==> src/rtl/dnb_pkg.sv <==
// Package with types and constants of the decimal to negabinary unit.
package dnb_pkg;

  localparam int RESULT_BITS = 128;
  localparam int WORD_BITS   = 32;
  localparam int LIMIT_A     = (RESULT_BITS < 4 * WORD_BITS) ? RESULT_BITS : 4 * WORD_BITS;
  // Largest number of negabinary digits a result may use.
  localparam int LIMIT_BITS  = (LIMIT_A < 128) ? LIMIT_A : 128;
  localparam int ACC_BITS    = 128;
  localparam int CALC_BITS   = ACC_BITS + 32;
  localparam int SLICES      = 4;
  localparam int OUT_W       = 32;
  localparam int MSB_W       = 7;
  localparam int IDX_W       = 2;
  localparam int GRP_BITS    = 8;
  localparam int GROUPS      = LIMIT_BITS / GRP_BITS;

  localparam logic [CALC_BITS-1:0] NEG_MASK = {(CALC_BITS / 2){2'b10}};

  typedef struct packed {
    logic [3:0] digit;
    logic       last_digit;
  } dnb_in_t;

  typedef struct packed {
    logic [OUT_W-1:0] word;
    logic [IDX_W-1:0] word_index;
    logic [MSB_W-1:0] msb_index;
    logic             overflow;
    logic             last_word;
  } dnb_out_t;

  // Finished binary value of one number, handed from the accumulator.
  typedef struct packed {
    logic                valid;
    logic                ovf;
    logic [ACC_BITS-1:0] value;
  } dnb_num_t;

endpackage

==> src/rtl/dnb_accum.sv <==
// Digit accumulator: folds decimal digits into a binary value and hands off whole numbers.
module dnb_accum import dnb_pkg::*; (
  input  logic     clk_i,
  input  logic     rst_ni,
  input  logic     in_valid_i,
  input  dnb_in_t  in_data_i,
  output logic     in_stall_o,
  input  logic     take_i,
  output dnb_num_t num_o
);

  logic [ACC_BITS-1:0]  acc_q, acc_d;
  logic                 ovf_q, ovf_d;
  dnb_num_t             num_q, num_d;
  logic [CALC_BITS-1:0] prod;
  logic                 grow_ovf;
  logic                 accept;

  // acc*10 + digit as two shifts and two adds
  assign prod = (CALC_BITS'(acc_q) << 3) + (CALC_BITS'(acc_q) << 1)
              + CALC_BITS'(in_data_i.digit);
  assign grow_ovf   = |prod[CALC_BITS-1:LIMIT_BITS];
  assign in_stall_o = num_q.valid && !take_i;
  assign accept     = in_valid_i && !in_stall_o;

  always_comb begin
    acc_d = acc_q;
    ovf_d = ovf_q;
    num_d = num_q;
    if (take_i) begin
      num_d.valid = 1'b0;
    end
    if (accept) begin
      if (in_data_i.last_digit) begin
        acc_d       = '0;
        ovf_d       = 1'b0;
        num_d.valid = 1'b1;
        num_d.ovf   = ovf_q | grow_ovf;
        num_d.value = prod[ACC_BITS-1:0];
      end else begin
        acc_d = prod[ACC_BITS-1:0];
        ovf_d = ovf_q | grow_ovf;
      end
    end
  end

  always_ff @(posedge clk_i or negedge rst_ni) begin
    if (!rst_ni) begin
      acc_q <= '0;
      ovf_q <= 1'b0;
      num_q <= '0;
    end else begin
      acc_q <= acc_d;
      ovf_q <= ovf_d;
      num_q <= num_d;
    end
  end

  assign num_o = num_q;

endmodule

==> src/rtl/decimal_to_negabinary_unit.sv <==
// Top level of the decimal to negabinary unit.
//
// Input channel: one decimal digit per beat, most significant first, with
// last_digit set on the final digit of a number. Output channel: the number in
// base -2 as 32-bit slices, slice 0 first, up to the slice holding the top set
// digit; every beat carries msb_index and last_word marks the final slice.
// A number that needs more than LIMIT_BITS digits gives one beat with overflow
// and last_word set and all other fields zero.
// Throughput: one digit per cycle while in_stall_o is low. A number yields
// one to four output beats, one per cycle while out_stall_i is low, drained
// from the result buffer. The finished value registers at the edge that
// accepts the last digit, then the negabinary add registers in stage 2, then
// digit search + buffer load the result buffer, which gives the first beat.
// Reset clears the accumulator, the overflow flag and every stage valid.
// When the receiver stalls, the current beat holds; the add and search stages
// fill up behind it, and only then is in_stall_o raised. Digits of the next
// number keep flowing while earlier results drain.
module decimal_to_negabinary_unit import dnb_pkg::*; (
  input  logic     clk_i,
  input  logic     rst_ni,
  input  logic     in_valid_i,
  input  dnb_in_t  in_data_i,
  output logic     in_stall_o,
  output logic     out_valid_o,
  output dnb_out_t out_data_o,
  input  logic     out_stall_i
);

  dnb_num_t num;
  logic     num_take;

  // Stage 2: negabinary form of the finished value
  logic                  s2_v_q;
  logic                  s2_ovf_q;
  logic [LIMIT_BITS-1:0] s2_nb_q;
  logic [CALC_BITS-1:0]  nb_sum;
  logic [CALC_BITS-1:0]  nb_full;
  logic                  nb_ovf;

  // Stage 3: result buffer, drained one slice per beat
  logic                                ob_v_q;
  logic                                ob_ovf_q;
  logic [SLICES-1:0][WORD_BITS-1:0]    ob_nb_q;
  logic [MSB_W-1:0]                    ob_top_q;
  logic [IDX_W-1:0]                    ob_last_q;
  logic [IDX_W-1:0]                    ob_idx_q;

  logic             out_take;
  logic             ob_done;
  logic             ob_free;
  logic             s2_take;
  logic             s2_free;

  logic [GROUPS-1:0] grp_any;
  logic [2:0]        grp_pos [GROUPS];
  logic [MSB_W-1:0]  top_idx;

  dnb_accum u_accum (
    .clk_i      (clk_i),
    .rst_ni     (rst_ni),
    .in_valid_i (in_valid_i),
    .in_data_i  (in_data_i),
    .in_stall_o (in_stall_o),
    .take_i     (num_take),
    .num_o      (num)
  );

  // Handoff: each stage advances when the one after it frees up this cycle
  assign out_take = ob_v_q && !out_stall_i;
  assign ob_done  = out_take && (ob_idx_q == ob_last_q);
  assign ob_free  = !ob_v_q || ob_done;
  assign s2_take  = s2_v_q && ob_free;
  assign s2_free  = !s2_v_q || s2_take;
  assign num_take = num.valid && s2_free;

  // (value + ...1010) xor ...1010
  assign nb_sum  = CALC_BITS'(num.value) + NEG_MASK;
  assign nb_full = nb_sum ^ NEG_MASK;
  assign nb_ovf  = |nb_full[CALC_BITS-1:LIMIT_BITS];

  always_ff @(posedge clk_i or negedge rst_ni) begin
    if (!rst_ni) begin
      s2_v_q <= 1'b0;
    end else if (s2_free) begin
      s2_v_q <= num.valid;
    end
  end

  always_ff @(posedge clk_i) begin
    if (num_take) begin
      s2_ovf_q <= num.ovf | nb_ovf;
      s2_nb_q  <= nb_full[LIMIT_BITS-1:0];
    end
  end

  // Top set digit: find the highest set bit in each byte, then the highest busy byte
  always_comb begin
    for (int g = 0; g < GROUPS; g++) begin
      grp_any[g] = |s2_nb_q[g*GRP_BITS +: GRP_BITS];
      grp_pos[g] = '0;
      for (int b = 0; b < GRP_BITS; b++) begin
        if (s2_nb_q[g*GRP_BITS + b]) begin
          grp_pos[g] = 3'(b);
        end
      end
    end
    top_idx = '0;
    for (int g = 0; g < GROUPS; g++) begin
      if (grp_any[g]) begin
        top_idx = MSB_W'(g * GRP_BITS) + MSB_W'(grp_pos[g]);
      end
    end
  end

  always_ff @(posedge clk_i or negedge rst_ni) begin
    if (!rst_ni) begin
      ob_v_q   <= 1'b0;
      ob_idx_q <= '0;
    end else if (ob_free) begin
      ob_v_q   <= s2_v_q;
      ob_idx_q <= '0;
    end else if (out_take) begin
      ob_idx_q <= ob_idx_q + 1'b1;
    end
  end

  // Overflow loads a zero result with a single slice
  always_ff @(posedge clk_i) begin
    if (s2_take) begin
      ob_ovf_q <= s2_ovf_q;
      if (s2_ovf_q) begin
        ob_nb_q   <= '0;
        ob_top_q  <= '0;
        ob_last_q <= '0;
      end else begin
        ob_nb_q   <= (SLICES * WORD_BITS)'(s2_nb_q);
        ob_top_q  <= top_idx;
        ob_last_q <= IDX_W'(top_idx / WORD_BITS);
      end
    end
  end

  assign out_valid_o           = ob_v_q;
  assign out_data_o.word       = OUT_W'(ob_nb_q[ob_idx_q]);
  assign out_data_o.word_index = ob_idx_q;
  assign out_data_o.msb_index  = ob_top_q;
  assign out_data_o.overflow   = ob_ovf_q;
  assign out_data_o.last_word  = (ob_idx_q == ob_last_q);

endmodule

==> config.mk <==
export PLATFORM = sky130hd
export DESIGN_NAME = decimal_to_negabinary_unit
export DESIGN_NICKNAME = d
export VERILOG_FILES = /design/src/rtl/dnb_pkg.sv /design/src/rtl/dnb_accum.sv /design/src/rtl/decimal_to_negabinary_unit.sv
export SDC_FILE = /design/constraint.sdc
export NUM_CORES = 1
export LEC_CHECK = 0
export BUFFER_PORTS_ARGS = -buffer_cell sky130_fd_sc_hd__buf_2
export CORE_MARGIN = 2
export CORE_UTILIZATION = 27
export DETAILED_ROUTE_END_ITERATION = 10
export PLACE_DENSITY = 0.52
export SLEW_MARGIN = 20
export SYNTH_ARGS = -nofsm -noshare
export SYNTH_HDL_FRONTEND = slang
export SYNTH_HIERARCHICAL = 1
export SYNTH_SLANG_ARGS = --single-unit
==> constraint.sdc <==
create_clock -name clk_i -period 6.6 [get_ports clk_i]
set_input_delay 0.99 -clock clk_i [delete_from_list [all_inputs] [get_ports clk_i]]
set_output_delay 0.99 -clock clk_i [all_outputs]
set_load 0.01 [all_outputs]
======== Yosys cells after proc, flatten, opt, wreduce, memory -nomap -nowiden ========
Index checks and enable logic that the tools add are counted.
operators by class
  magnitude comparators ................... 1
  bitwise operators ....................... 3
  mux-type cells .......................... 137
  reductions and logical operators ........ 33
  add/subtract/negate cells ............... 19
  equal/unequal tests ..................... 1
operators with widths
  operator                                                    count
  2-to-1 mux 3 bit                                            97
  2-to-1 mux 130 bit                                          2
  adder 128 x 160 -> 160 bit, second input constant           1
  adder 160 x 4 -> 160 bit                                    1
  adder 131 x 129 -> 132 bit                                  1
  2-to-1 mux 128 bit                                          1
  OR reduction 8 bit                                          16
  2-to-1 mux 7 bit                                            15
  NOT 80 bit                                                  1
  binary-select mux 32 bit (select 2 bit)                     1
  OR reduction 32 bit                                         2
  2-to-1 mux 32 bit                                           1
  adder 6 x 3 -> 7 bit, first input constant                  4
  adder 7 x 3 -> 7 bit, first input constant                  4
  2-to-1 mux 1 bit                                            18
  adder 6 x 4 -> 7 bit, first input constant                  2
  adder 5 x 3 -> 6 bit, first input constant                  2
  adder 5 x 4 -> 6 bit, first input constant                  1
  logical AND 1 bit                                           6
  adder 4 x 3 -> 5 bit, first input constant                  1
  adder 4 x 4 -> 5 bit, first input constant                  1
  logical NOT 1 bit                                           5
  2-to-1 mux 2 bit                                            2
  less-than comparator 2 x 3 -> 1 bit, second input constant  1
  other kinds (6)                                             8
storage, ports and cells
  logic and storage cells ................. 211
  output and inout port bits .............. 45
  register bits after elaboration ......... 530
  bits of input ports ..................... 9

======== Longest topological paths before layout ========
  depth in word-level cells ............... 23
  mapped depth ............................ 15

======== By module ========
Netlist, hierarchy kept.
modules (own cells, without submodules)
  module                      sequential area each (µm²)  cells an instance  area each (µm²)  instances
  dnb_accum                   6481.2                      2294               19791.5          1
  decimal_to_negabinary_unit  8057.7                      1535               16016.6          1

======== Least setup slack after synthesis ========
No wires, ideal clock.
  kind .................................... register to register
  start ................................... register ob_idx_q[0]
  end ..................................... register u_accum.num_q (netlist bit u_accum/num_o[100])
  path buffers ............................ 2
  stages on the path, launching flop included .. 13
  period minus slack after synthesis ...... 6.071 ns
  setup slack ............................. 0.529 ns
  arrival time ............................ 5.946 ns
  setup time .............................. 0.125 ns
  cell sequence ........................... dfrtp_1 clkbuf_1 xnor2_1 nand2_1 o21ai_0 inv_1 nand2_1 and2_1 nand2b_1 nand2_1 nor2_1 clkbuf_1 mux2_2
between the ends
  word-level cells in the longest chain between the ends .. 11
RTL lines
  what                                  line                               RTL
  from (decl)                           decimal_to_negabinary_unit.sv:46   logic [IDX_W-1:0] ob_idx_q;
  from (signal assigned)                decimal_to_negabinary_unit.sv:123  ob_idx_q <= ob_idx_q + 1'b1;
  equality test 2 bit                   decimal_to_negabinary_unit.sv:70   assign ob_done = out_take && (ob_idx_q == ob_last_q);
  logical AND 1 bit                     decimal_to_negabinary_unit.sv:70
  logical OR 1 bit                      decimal_to_negabinary_unit.sv:71   assign ob_free = !ob_v_q || ob_done;
  logical AND 1 bit                     decimal_to_negabinary_unit.sv:72   assign s2_take = s2_v_q && ob_free;
  logical OR 1 bit                      decimal_to_negabinary_unit.sv:73   assign s2_free = !s2_v_q || s2_take;
  logical AND 1 bit                     decimal_to_negabinary_unit.sv:74   assign num_take = num.valid && s2_free;
  via num_take                          decimal_to_negabinary_unit.sv:30   logic num_take;
  logical NOT 1 bit                     dnb_accum.sv:23                    assign in_stall_o = num_q.valid && !take_i;
  logical AND 1 bit                     dnb_accum.sv:23
  logical NOT 1 bit                     dnb_accum.sv:24                    assign accept = in_valid_i && !in_stall_o;
  logical AND 1 bit                     dnb_accum.sv:24
  AND reduction 2 bit (no source line)  n/a
  to (signal assigned)                  dnb_accum.sv:55                    num_q <= num_d;
  to (decl)                             dnb_accum.sv:14                    dnb_num_t num_q, num_d;
The timed path passes the listed nets, and every way through them passes these cells.
A chain may end at the register's enable or synchronous reset.

======== Final worst setup path ========
  start ................................... input port in_data_i[4] in the netlist's numbering
  end ..................................... register u_accum.num_q (netlist bit u_accum/num_o[122])
between the ends
  word-level cells in the longest chain between the ends .. 1
RTL lines
  what                      line                              RTL
  from (decl)               decimal_to_negabinary_unit.sv:22  input dnb_in_t in_data_i,
  adder 160 x 4 -> 160 bit  dnb_accum.sv:21                   + CALC_BITS'(in_data_i.digit);
Every way passes these cells.

==> metrics <==
DR vias/cell=5.215; CTS root buffer=clkbuf_16; die height=368.2 µm; Final TNS setup=0 ps; Critical Path, Cell by Cell=buf_2 > inv_1 > fa_1 > inv_1 > fa_1 > a211oi_1 > o21ai_1 > a41oi_1 > o31a_1 > o21ai_0 > a21boi_1 > o21a_1 > a31oi_2 > a31oi_1 > xnor2_1 > mux2_2; slowest stage cell, crit path=a21boi_1; All-Layer GR Usage=0.1684; Ys Warns=6; Max Freq=210.5 MHz; vias in the first global route=28282; num rows=133; FF+latch count, synth=528; syn_area_per_cell=9.352 µm²; RR Startpoint=u_accum/acc_q[0]; first-pass iteration count of the detailed router=5; post-CTS sizing=0; Total Nets Final=4051; cell count after synthesis=3829; Clock transition at path regs=60 ps; via count=29181; synth top area cells=edfxtp_1, dfrtp_1, ha_1; Yosys top cell by area=edfxtp_1; placer congestion estimate=0.9446; commonest non-fill, non-tap cells in the layout=nand2_1, a21oi_1, nor2_1; Cell Area, Synth=35810 µm²; critical path type=primary input to register; Crit Path Max Fanout=4; final setup fails=0; I/O pins=54; RR Endpoint=u_accum/num_o[122]; die area=135600 µm²; static leakage=0.01688 µW; htree depth=2; maximum buffer depth of the clock tree=3; number of flops mapped to enable cells by yosys=265; final-report hold violation count=0; unrepaired setup endpoints after global routing=false; Bufs and invs on worst path=3; synth unique cells=107; Place WS=1142 ps; Rel. slew slack=0.3708; Port Buffers=53; Seq/Total Area, Yosys=0.4060; Synth top area share=0.2222; drt drc=0; Worst Max-Slew Pin Slew=943.8 ps; first-pass GRT wire length=178900 µm; CTS tree=done; CP arrival=5270 ps; grt total ovfl=0; antenna violations before repair=0; post-synthesis async set-or-reset flop share=0.4981; initial drt markers=2621; Worst Skew=24.58 ps; R2R Setup Slk=1920 ps; Post-DP HPWL=91470 µm; layout cells sized above 1=0.08131; shortest period the worst path allows=4751 ps; Worst EP required=7120 ps; drt wl/cell=20.76 µm; Synth-to-Final Area Change=11.35%; status=finished clean; postcts setup bufs=0; # Max-Cap Violations=0; die width=368.2 µm; Worst setup EP type=register; Min-Delay Path Class=primary input to asynchronous set/reset pin; Pwr per Cell Area=435.5 nW/µm²; worst reg-to-reg path cell count=15; Post-Route WL=116200 µm; CP top delay family=compound AO/OA/AOI/OAI gates; Core Area=131600 µm²; fin. max-slew vios=0; largest net degree at the start of global routing=111; Initial Util=0.2720; Final period util=0.7199; startpoint types=primary input; final setup margin=1849 ps; clock sink count=528; syn_nets=4096; Top FF cell, synth=edfxtp_1; DRT antenna net count=0; hold_buf cts=0; commonest non-fill, non-tap cell in the layout=nand2_1; CP peak stage delay=590 ps; Clk Latency, worst-skew pair=640 ps; CTS buffer count=61; worst vdd ir=234.8 µV
routing by layer:
layer,routed length (µm),global-route usage,up-vias
met3,5799,0.01721,142
met1,56060,0.2467,14228
li1,-,-,13994
met4,3481,0.04937,0
met2,50840,0.2604,817
met5,0,0,-
Yosys cell counts (all sizes together) (11+ instances only):
master and instances:
buf 40, a21o 86, nor4 39, nand3 52, or2 11, mux4 32, o211ai 14, edfxtp 265
inv 89, and2 28, and3 24, nor3b 13, o21ai 233, nor2 310, a21boi 26, a221oi 13
clkbuf 142, o31ai 21, ha 256, mux2 33, a211oi 22, a31oi 36, or3 21, nand4 67
nand2b 29, xor2 90, a22o 116, nand2 539, xnor2 139, nor2b 151, o21a 35, nand3b 12
o21bai 31, nor3 70, a21oi 318, dfrtp 263
area by class of cell:
class,count,area (µm²)
inverter,89,334.1
tap,1755,2196
sequential,528,14540
antenna,4,10.01
clock inverter,42,371.6
multi-input combinational,3030,20250
fill,13782,91760
timing repair buffer,74,495.5
clock buffer,74,1678
report_power, final:
group / leakage, µW / internal [µW] / switching [µW]
Combinational: 0.00985 / 2740 / 4550
Clock: 0.000984 / 1980 / 1470
Sequential: 0.00605 / 5040 / 1590
metrics by stage:
stage	power [µW]	area [µm²]	hold slack, ps	util	instances
global route	18520	39860	376.2	0.3028	5592
global placement	13920	37810	495.7	0.2873	5476
floorplan	11230	35810	424.8	-	3829
finish	17360	39870	347.3	0.3029	5596
CTS	17440	39860	365.6	0.3028	5592
detailed placement	13910	37810	501.9	0.2873	5476
worst max path at each step:
stage / start / end / slack (ps) / depth (start not counted)
2_1_floorplan: ob_idx_q[0] / u_accum/num_o[100] / 530 / 12
3_3_place_gp: in_data_i[4] / u_accum/num_o[118] / 1250 / 16
4_1_cts: in_data_i[4] / u_accum/num_o[118] / 1830 / 16
3_5_place_dp: in_data_i[4] / u_accum/num_o[118] / 1140 / 16
6_report: in_data_i[4] / u_accum/num_o[122] / 1850 / 16
5_1_grt: in_data_i[4] / u_accum/num_o[118] / 1610 / 16
registers in the layout, summed over array words and instances (netlist names), 2 cells and up:
name           count
u_accum/acc_q    128
ob_nb_q          128
u_accum/num_o    130
ob_idx_q           2
s2_nb_q          128
ob_top_q           7
cells by family (layout without fill, tap and decap cells):
group	after synthesis	in the layout	share of synthesized area
compound gates	1065	1065	0.1979
xor+xnor	229	229	0.05601
fa+ha+maj	258	258	0.09057
buf+inv	271	279	0.02953
flops	528	528	0.4060
mux	65	65	0.03050
other cells	0	4	0
simple gates	1413	1413	0.1895
No activity file was read; power rests on OpenSTA's default activity.
